`src/design/i2cbm_pkg.sv`:
```
package i2cbm_pkg;

	localparam int BYTE_BITS = 8;
	localparam int DELAY_WIDTH_DEF = 16;
	localparam int PHASE_TICKS_W = 16;
	localparam int POLL_W = 8;
	localparam int CFG_W = 16;

	localparam logic [PHASE_TICKS_W-1:0] PHASE_TICKS_RST = 16'd4;
	localparam logic [POLL_W-1:0] ACK_POLL_LIMIT_RST = 8'd250;

	// configuration register indexes
	localparam logic CFG_PHASE_TICKS = 1'b0;
	localparam logic CFG_ACK_POLL_LIMIT = 1'b1;

	// request codes
	localparam logic [2:0] REQ_START = 3'd0;
	localparam logic [2:0] REQ_STOP = 3'd1;
	localparam logic [2:0] REQ_WRITE = 3'd2;
	localparam logic [2:0] REQ_READ = 3'd3;
	localparam logic [2:0] REQ_ACK = 3'd4;
	localparam logic [2:0] REQ_NACK = 3'd5;
	localparam logic [2:0] REQ_WAIT_ACK = 3'd6;

	typedef struct packed {
		logic cmd_valid;
		logic [2:0] req_type;
		logic [BYTE_BITS-1:0] tx_byte;
		logic sda_in;
	} in_t;

	typedef struct packed {
		logic scl_release;
		logic sda_release;
		logic busy_res;
		logic cmd_done;
		logic [BYTE_BITS-1:0] rx_byte;
		logic ack_seen;
	} out_t;

	// head of the tick queue as seen by the sequencer
	typedef struct packed {
		logic valid;
		in_t data;
	} qhead_t;

endpackage

```
`src/design/i2c_bus_master_sequencer.sv`:
```
// Path: an accepted tick waits in the tick queue; its result is then held
// in the sequencer's result register.
// Throughput: one tick per cycle while the result side does not stall;
// a stall on the result side backs up into a two-entry queue.
// Reset: asynchronous, active low; lines released, sequencer idle,
// phase_ticks 4, ack_poll_limit 250.
module i2c_bus_master_sequencer #(
	parameter int DELAY_WIDTH = i2cbm_pkg::DELAY_WIDTH_DEF
) (
	input logic clk,
	input logic arst_n,
	input logic item_valid,
	output logic item_stall,
	input i2cbm_pkg::in_t item,
	output logic result_valid,
	input logic result_stall,
	output i2cbm_pkg::out_t result,
	input logic cfg_we,
	input logic cfg_idx,
	input logic [i2cbm_pkg::CFG_W-1:0] cfg_data
);
	import i2cbm_pkg::*;

	logic [PHASE_TICKS_W-1:0] phase_ticks_q;
	logic [POLL_W-1:0] ack_poll_limit_q;
	qhead_t head;
	logic pop;

	always_ff @(posedge clk or negedge arst_n) begin
		if (!arst_n) begin
			phase_ticks_q <= PHASE_TICKS_RST;
			ack_poll_limit_q <= ACK_POLL_LIMIT_RST;
		end else if (cfg_we) begin
			case (cfg_idx)
				CFG_PHASE_TICKS: phase_ticks_q <= cfg_data[PHASE_TICKS_W-1:0];
				CFG_ACK_POLL_LIMIT: ack_poll_limit_q <= cfg_data[POLL_W-1:0];
				default: ;
			endcase
		end
	end

	i2cbm_front u_front (
		.clk(clk),
		.arst_n(arst_n),
		.item_valid(item_valid),
		.item_stall(item_stall),
		.item(item),
		.head(head),
		.pop(pop)
	);

	i2cbm_back #(
		.DELAY_WIDTH(DELAY_WIDTH)
	) u_back (
		.clk(clk),
		.arst_n(arst_n),
		.head(head),
		.pop(pop),
		.phase_ticks(phase_ticks_q),
		.ack_poll_limit(ack_poll_limit_q),
		.result_valid(result_valid),
		.result_stall(result_stall),
		.result(result)
	);

endmodule

```
`src/design/i2cbm_front.sv`:
```
module i2cbm_front (
	input logic clk,
	input logic arst_n,
	input logic item_valid,
	output logic item_stall,
	input i2cbm_pkg::in_t item,
	output i2cbm_pkg::qhead_t head,
	input logic pop
);
	import i2cbm_pkg::*;

	in_t slot_q [2];
	logic wr_q;
	logic rd_q;
	logic [1:0] cnt_q;
	logic push;

	assign item_stall = (cnt_q == 2'd2);
	assign push = item_valid && !item_stall;

	assign head.valid = (cnt_q != 2'd0);
	assign head.data = slot_q[rd_q];

	always_ff @(posedge clk) begin
		if (push) begin
			slot_q[wr_q] <= item;
		end
	end

	always_ff @(posedge clk or negedge arst_n) begin
		if (!arst_n) begin
			wr_q <= 1'b0;
			rd_q <= 1'b0;
			cnt_q <= 2'd0;
		end else begin
			if (push) begin
				wr_q <= ~wr_q;
			end
			if (pop) begin
				rd_q <= ~rd_q;
			end
			case ({push, pop})
				2'b10: cnt_q <= cnt_q + 2'd1;
				2'b01: cnt_q <= cnt_q - 2'd1;
				default: cnt_q <= cnt_q;
			endcase
		end
	end

endmodule

```
`src/design/i2cbm_back.sv`:
```
module i2cbm_back #(
	parameter int DELAY_WIDTH = i2cbm_pkg::DELAY_WIDTH_DEF
) (
	input logic clk,
	input logic arst_n,
	input i2cbm_pkg::qhead_t head,
	output logic pop,
	input logic [i2cbm_pkg::PHASE_TICKS_W-1:0] phase_ticks,
	input logic [i2cbm_pkg::POLL_W-1:0] ack_poll_limit,
	output logic result_valid,
	input logic result_stall,
	output i2cbm_pkg::out_t result
);
	import i2cbm_pkg::*;

	localparam int CW = (DELAY_WIDTH > PHASE_TICKS_W) ? DELAY_WIDTH : PHASE_TICKS_W;

	typedef enum logic [4:0] {
		PH_IDLE, PH_ST1, PH_ST2, PH_ST3, PH_SP1, PH_SP2, PH_SP3,
		PH_AK1, PH_AK2, PH_AK3, PH_NK1, PH_NK2,
		PH_WR_LOW, PH_WR_HIGH, PH_WR_TAIL,
		PH_RD_SETUP, PH_RD_HIGH, PH_RD_LOW,
		PH_WA_HIGH, PH_WA_POLL, PH_WA_TAIL
	} phase_t;

	phase_t phase_q, phase_n;
	logic [3:0] bit_cnt_q, bit_cnt_n;
	logic [BYTE_BITS-1:0] shift_q, shift_n;
	logic [DELAY_WIDTH-1:0] delay_q, delay_n;
	logic [POLL_W-1:0] poll_q, poll_n;
	logic scl_q, scl_n;
	logic sda_q, sda_n;
	logic ack_q, ack_n;
	logic [BYTE_BITS-1:0] rx_q, rx_n;
	logic done;
	logic do_poll;
	logic take;
	logic [CW-1:0] pt_ext;
	logic [CW-1:0] cap;
	logic [CW-1:0] ld_ext;
	logic [DELAY_WIDTH-1:0] ld_val;
	out_t res_q;
	logic res_valid_q;
	in_t tk;

	// delay reload: zero counts as one, saturate to counter width
	always_comb begin
		pt_ext = CW'(phase_ticks);
		cap = CW'({DELAY_WIDTH{1'b1}});
		if (pt_ext == '0) begin
			ld_ext = CW'(1);
		end else if (pt_ext > cap) begin
			ld_ext = cap;
		end else begin
			ld_ext = pt_ext;
		end
		ld_val = ld_ext[DELAY_WIDTH-1:0];
	end

	assign tk = head.data;
	assign take = head.valid && (!res_valid_q || !result_stall);
	assign pop = take;

	always_comb begin
		phase_n = phase_q;
		bit_cnt_n = bit_cnt_q;
		shift_n = shift_q;
		delay_n = delay_q;
		poll_n = poll_q;
		scl_n = scl_q;
		sda_n = sda_q;
		ack_n = ack_q;
		rx_n = rx_q;
		done = 1'b0;
		do_poll = 1'b0;

		if (phase_q == PH_IDLE) begin
			if (tk.cmd_valid) begin
				case (tk.req_type)
					REQ_START: begin
						bit_cnt_n = 4'd0; sda_n = 1'b1;
						phase_n = PH_ST1; delay_n = ld_val;
					end
					REQ_STOP: begin
						bit_cnt_n = 4'd0; sda_n = 1'b0;
						phase_n = PH_SP1; delay_n = ld_val;
					end
					REQ_WRITE: begin
						bit_cnt_n = 4'd0; scl_n = 1'b0;
						sda_n = tk.tx_byte[BYTE_BITS-1];
						shift_n = {tk.tx_byte[BYTE_BITS-2:0], 1'b0};
						phase_n = PH_WR_LOW; delay_n = ld_val;
					end
					REQ_READ: begin
						bit_cnt_n = 4'd0; scl_n = 1'b0; sda_n = 1'b1; shift_n = '0;
						phase_n = PH_RD_SETUP; delay_n = ld_val;
					end
					REQ_ACK: begin
						bit_cnt_n = 4'd0; sda_n = 1'b0;
						phase_n = PH_AK1; delay_n = ld_val;
					end
					REQ_NACK: begin
						bit_cnt_n = 4'd0; sda_n = 1'b1;
						phase_n = PH_NK1; delay_n = ld_val;
					end
					REQ_WAIT_ACK: begin
						bit_cnt_n = 4'd0; sda_n = 1'b1; scl_n = 1'b1; poll_n = '0;
						phase_n = PH_WA_HIGH; delay_n = ld_val;
					end
					default: ;
				endcase
			end
		end else if (phase_q == PH_WA_POLL) begin
			do_poll = 1'b1;
		end else if (delay_q > DELAY_WIDTH'(1)) begin
			delay_n = delay_q - DELAY_WIDTH'(1);
		end else begin
			delay_n = '0;
			case (phase_q)
				PH_ST1: begin scl_n = 1'b1; phase_n = PH_ST2; delay_n = ld_val; end
				PH_ST2: begin sda_n = 1'b0; phase_n = PH_ST3; delay_n = ld_val; end
				PH_ST3: begin scl_n = 1'b0; done = 1'b1; end
				PH_SP1: begin scl_n = 1'b1; phase_n = PH_SP2; delay_n = ld_val; end
				PH_SP2: begin sda_n = 1'b1; phase_n = PH_SP3; delay_n = ld_val; end
				PH_AK1: begin scl_n = 1'b1; phase_n = PH_AK2; delay_n = ld_val; end
				PH_AK2: begin scl_n = 1'b0; phase_n = PH_AK3; delay_n = ld_val; end
				PH_NK1: begin scl_n = 1'b1; phase_n = PH_NK2; delay_n = ld_val; end
				PH_NK2: begin scl_n = 1'b0; done = 1'b1; end
				PH_WR_LOW: begin scl_n = 1'b1; phase_n = PH_WR_HIGH; delay_n = ld_val; end
				PH_WR_HIGH: begin scl_n = 1'b0; phase_n = PH_WR_TAIL; delay_n = ld_val; end
				PH_WR_TAIL: begin
					bit_cnt_n = bit_cnt_q + 4'd1;
					if (bit_cnt_n >= 4'(BYTE_BITS)) begin
						done = 1'b1;
					end else begin
						sda_n = shift_q[BYTE_BITS-1];
						shift_n = {shift_q[BYTE_BITS-2:0], 1'b0};
						phase_n = PH_WR_LOW;
						delay_n = ld_val;
					end
				end
				PH_RD_SETUP: begin scl_n = 1'b1; phase_n = PH_RD_HIGH; delay_n = ld_val; end
				PH_RD_HIGH: begin
					// sample SDA as SCL drops
					shift_n = {shift_q[BYTE_BITS-2:0], tk.sda_in};
					scl_n = 1'b0;
					phase_n = PH_RD_LOW;
					delay_n = ld_val;
				end
				PH_RD_LOW: begin
					bit_cnt_n = bit_cnt_q + 4'd1;
					if (bit_cnt_n >= 4'(BYTE_BITS)) begin
						rx_n = shift_q;
						done = 1'b1;
					end else begin
						scl_n = 1'b1;
						phase_n = PH_RD_HIGH;
						delay_n = ld_val;
					end
				end
				PH_WA_HIGH: do_poll = 1'b1;
				default: done = 1'b1;
			endcase
		end

		if (do_poll) begin
			if (!tk.sda_in) begin
				ack_n = 1'b1;
				scl_n = 1'b0;
				phase_n = PH_WA_TAIL;
				delay_n = ld_val;
			end else if (poll_q < ack_poll_limit) begin
				poll_n = poll_q + POLL_W'(1);
				phase_n = PH_WA_POLL;
			end else begin
				ack_n = 1'b0;
				scl_n = 1'b0;
				phase_n = PH_WA_TAIL;
				delay_n = ld_val;
			end
		end

		if (done) begin
			phase_n = PH_IDLE;
			delay_n = '0;
		end
	end

	always_ff @(posedge clk or negedge arst_n) begin
		if (!arst_n) begin
			phase_q <= PH_IDLE;
			bit_cnt_q <= 4'd0;
			shift_q <= '0;
			delay_q <= '0;
			poll_q <= '0;
			scl_q <= 1'b1;
			sda_q <= 1'b1;
			ack_q <= 1'b0;
			rx_q <= '0;
			res_valid_q <= 1'b0;
			res_q <= '0;
		end else begin
			if (take) begin
				phase_q <= phase_n;
				bit_cnt_q <= bit_cnt_n;
				shift_q <= shift_n;
				delay_q <= delay_n;
				poll_q <= poll_n;
				scl_q <= scl_n;
				sda_q <= sda_n;
				ack_q <= ack_n;
				rx_q <= rx_n;
				res_valid_q <= 1'b1;
				res_q.scl_release <= scl_n;
				res_q.sda_release <= sda_n;
				res_q.busy_res <= (phase_n != PH_IDLE);
				res_q.cmd_done <= done;
				res_q.rx_byte <= rx_n;
				res_q.ack_seen <= ack_n;
			end else if (!result_stall) begin
				res_valid_q <= 1'b0;
			end
		end
	end

	assign result_valid = res_valid_q;
	assign result = res_q;

endmodule

```
`config.mk`:
```
export PLATFORM = sky130hd
export DESIGN_NAME = i2c_bus_master_sequencer
export DESIGN_NICKNAME = d
export VERILOG_FILES = /design/src/design/i2cbm_pkg.sv /design/src/design/i2c_bus_master_sequencer.sv /design/src/design/i2cbm_front.sv /design/src/design/i2cbm_back.sv
export SDC_FILE = /design/constraint.sdc
export NUM_CORES = 1
export LEC_CHECK = 0
export BUFFER_PORTS_ARGS = -buffer_cell sky130_fd_sc_hd__clkbuf_2
export CAP_MARGIN = 25
export CORE_MARGIN = 1.5
export CORE_UTILIZATION = 33
export CTS_BUF_LIST = sky130_fd_sc_hd__clkbuf_2 sky130_fd_sc_hd__clkbuf_4 sky130_fd_sc_hd__clkbuf_8
export CTS_CLUSTER_SIZE = 20
export DETAILED_ROUTE_END_ITERATION = 6
export GPL_TIMING_DRIVEN = 0
export PLACE_DENSITY = 0.5
export SYNTH_ARGS = -nofsm -noshare
export SYNTH_HDL_FRONTEND = slang
export SYNTH_SLANG_ARGS = --single-unit
```
`constraint.sdc`:
```
create_clock -name clk -period 7 [get_ports clk]
set_input_delay 0.7 -clock clk [delete_from_list [all_inputs] [get_ports clk]]
set_output_delay 0.7 -clock clk [all_outputs]
set_load 0.03 [all_outputs]
```
==> metrics.txt <==
status complete, no violations; Routed WL 17500 um; cell area after synthesis approximately 0.0062 mm^2; CTS tree built; DR DRC count 0; Post-synth EDFFs 26; most common cell after layout, fill and taps aside dfrtp_1; period utilization 47.0%; Fin Hold WS 0.248 ns; antenna fix cells 0; Max transition margin between 30% and 40%; maxcap violations 0; Worst Tran Pin Value 0.968 ns; IO Port Bufs 49; Core ar. 0.0186 mm^2; Die ar. 0.0197 mm^2; Netlist cell types 76; Final Wtd Congestion just over 0.9; clk_skew about 0.011 ns; vias 5352; sequential area share after synthesis approximately 47%; Overflow after GRT 0; later-pin clock latency in the skew report 0.38 ns; total negative setup slack 0 ns; Mapped Cells 646; final setup fails 0; Initial Util approximately a third; Synth Warn # 0; Post-CTS Setup Inserts 0; leak pwr 0.00288 uW; CP endpoint kind flop; Synth Area in Compound Gates a little under a fifth; ys flop type dfrtp_1; Hold Violations, Final 0; XOR/XNOR share of the synthesized area roughly 1.1%; clk buf depth 2; initial antenna violation count 0; row count 50; CP Launch Type flop; Worst EP arrival 3.57 ns; Mapped Nets between 600 and 700; Final Slew Violations 0; most frequent cells in the layout dfrtp_1 (76), nand2_1 (75), nor2_1 (51); main combinational cell family by area after synthesis compound AO/OA/AOI/OAI gates; area grow syn2layout 12.5%; total CTS buffers 9; synthesized-area fraction occupied by adder cells 2.41%; number of global-route vias before repair 5304; TritonCTS Sinks roughly 110; Die Y 140 um; synthesized-area fraction occupied by and/or/nand/nor cells roughly 18%; Post-DP HPWL 12800 um; number of vias per cell 5.65; hold buffer count at cts 0; RSZ-0062 raised after global routing false; CP max FO 10; Iteration-0 DRC Markers 474; # nets final 755; Worst-path clk slew 0.11 ns; post-synthesis register bit count 111; Clock Tree Root clkbuf_8; Peak Freq 304 MHz; Routed Antenna Nets 0; I/O pins 50; fin crit period 3.29 ns; mux cell area share after synthesis 8.73%; largest net degree at the start of global routing 66; Crit Path Category flop to flop; Power Dens Cells 369 mW/mm^2; first-pass GRT wire length 28600 um; cts repair resizes 0; routed len/inst 18.5 um; critical path required time approximately 7.3 ns; GRT Resource Usage Total 18.5%; share of cells above drive strength 1 19.2%; maximum vdd drop roughly 190 uV; H-tree depth 3; drt pass-1 iters 6; Chip Width 140 um; Hold WC Path Type input pin to asynchronous set/reset pin; Avg Cell Area, Syn approximately 9.7 um^2; ys async rst share 76.6%
-- path summary, 6_finish.rpt --
kind | end | from | cells past startpoint | slack [ns]
min reg2reg | u_back.result[9] | u_back.result[9] | 2 | 0.50
min | u_back.delay_q[6] | arst_n | 1 | 0.25
min in group clk | u_back.result[9] | u_back.result[9] | 2 | 0.50
max in group asynchronous | u_back.sda_q | arst_n | 2 | 6.06
max | u_back.phase_q[0] | u_back.delay_q[0] | 12 | 3.71
max reg2reg | u_back.phase_q[0] | u_back.delay_q[0] | 12 | 3.71
-- flip-flops by register name, summed over array words and instances, names as in the netlist, 2 cells and up --
signal,cells
ack_poll_limit_q,8
phase_ticks_q,16
u_back.bit_cnt_q,4
u_back.delay_q,16
u_back.phase_q,5
u_back.poll_q,8
u_back.result,4
u_back.rx_q,8
u_back.shift_q,8
u_front.cnt_q,2
u_front.slot_q,26
-- report_power, final --
part / switching (uW) / internal [uW] / total [uW]
logic: 781 / 446 / 1230
registers: 125 / 828 / 953
clock network: 234 / 178 / 412
total: 1140 / 1450 / 2590
-- cell families after synthesis --
| family | count (synthesis) |
|---|---|
| muxes | 50 |
| xor gates and xnor gates | 7 |
| AOI/OAI and AO/OA | 183 |
| and+or+nand+nor | 231 |
| buffers and inverters | 52 |
| DFF | 111 |
| adders and majority gates | 12 |
-- synth_stat cells, types with 4 or more instances --
| master | count | area share (%) |
|---|---|---|
| o21bai_1 | 4 | 0.48 |
| o211ai_1 | 4 | 0.48 |
| o31ai_1 | 8 | 0.96 |
| a22o_1 | 6 | 0.84 |
| nor2_1 | 51 | 3.1 |
| nor2b_1 | 7 | 0.70 |
| o22ai_1 | 8 | 0.80 |
| dfstp_2 | 9 | 3.8 |
| buf_2 | 6 | 0.48 |
| ha_1 | 12 | 2.4 |
| nand3_1 | 15 | 1.2 |
| nand2_1 | 75 | 4.5 |
| nand2b_1 | 12 | 1.2 |
| xnor2_1 | 5 | 0.70 |
| a21o_1 | 4 | 0.48 |
| nor4_1 | 7 | 0.70 |
| edfxtp_1 | 26 | 13 |
| a211oi_1 | 4 | 0.48 |
| mux2i_1 | 15 | 2.4 |
| and3_1 | 5 | 0.50 |
| nor3_1 | 21 | 1.7 |
| a31oi_1 | 7 | 0.70 |
| o22a_1 | 4 | 0.56 |
| clkbuf_1 | 23 | 1.4 |
| mux2_2 | 35 | 6.3 |
| o21ai_0 | 48 | 3.9 |
| nor3b_1 | 4 | 0.48 |
| a21oi_1 | 45 | 3.6 |
| inv_1 | 19 | 1.1 |
| o21ai_1 | 5 | 0.40 |
| nand4_1 | 4 | 0.40 |
| or4_1 | 4 | 0.48 |
| dfrtp_1 | 76 | 31 |
| o21a_1 | 5 | 0.60 |
-- final cells by class --
| type | instances | area [um^2] |
|---|---|---|
| Buffer | 33 | 150 |
| Clock buffer | 11 | 139 |
| Clock inverter | 5 | 63.8 |
| Fill cell | 1934 | 11600 |
| Inverter | 19 | 71.3 |
| Multi-Input combinational cell | 483 | 3090 |
| Sequential cell | 111 | 2920 |
| Tap cell | 234 | 293 |
| Timing Repair Buffer | 51 | 287 |
-- metal layers --
metal	wire length [um]	share of wire, %	vias up	GRT usage [%]
met5	0	0	-	0
met4	556	3.2	0	7.95
met3	966	5.5	43	3.11
met2	8110	46	204	29.6
met1	7890	45	2602	24.7
li1	-	-	2503	-
-- critical path, stage by stage (launching register included) --
cell and delay [ns]:
dfrtp_1 0.47, inv_1 0.13, ha_1 0.21, clkbuf_1 0.19
o2111ai_1 0.51, nor2_2 0.07, buf_6 0.17, o211a_4 0.25
and2b_2 0.22, buf_2 0.20, nor2_1 0.31, nand3_1 0.22
o21ai_0 0.25
-- per-stage QoR --
stage | total power, uW | cell area (um^2) | util (%) | std cells | worst slack (ns)
after floorplan | 1810 | 6230 | - | 646 | 4.49
after global placement | 2160 | 6770 | 36.3 | 929 | 3.75
after detailed placement | 2170 | 6810 | 36.6 | 931 | 3.77
after CTS | 2590 | 7020 | 37.6 | 947 | 3.75
after global routing | 2790 | 7020 | 37.6 | 947 | 3.51
final | 2590 | 7020 | 37.6 | 947 | 3.71
Power figures use the tool's default switching activity.
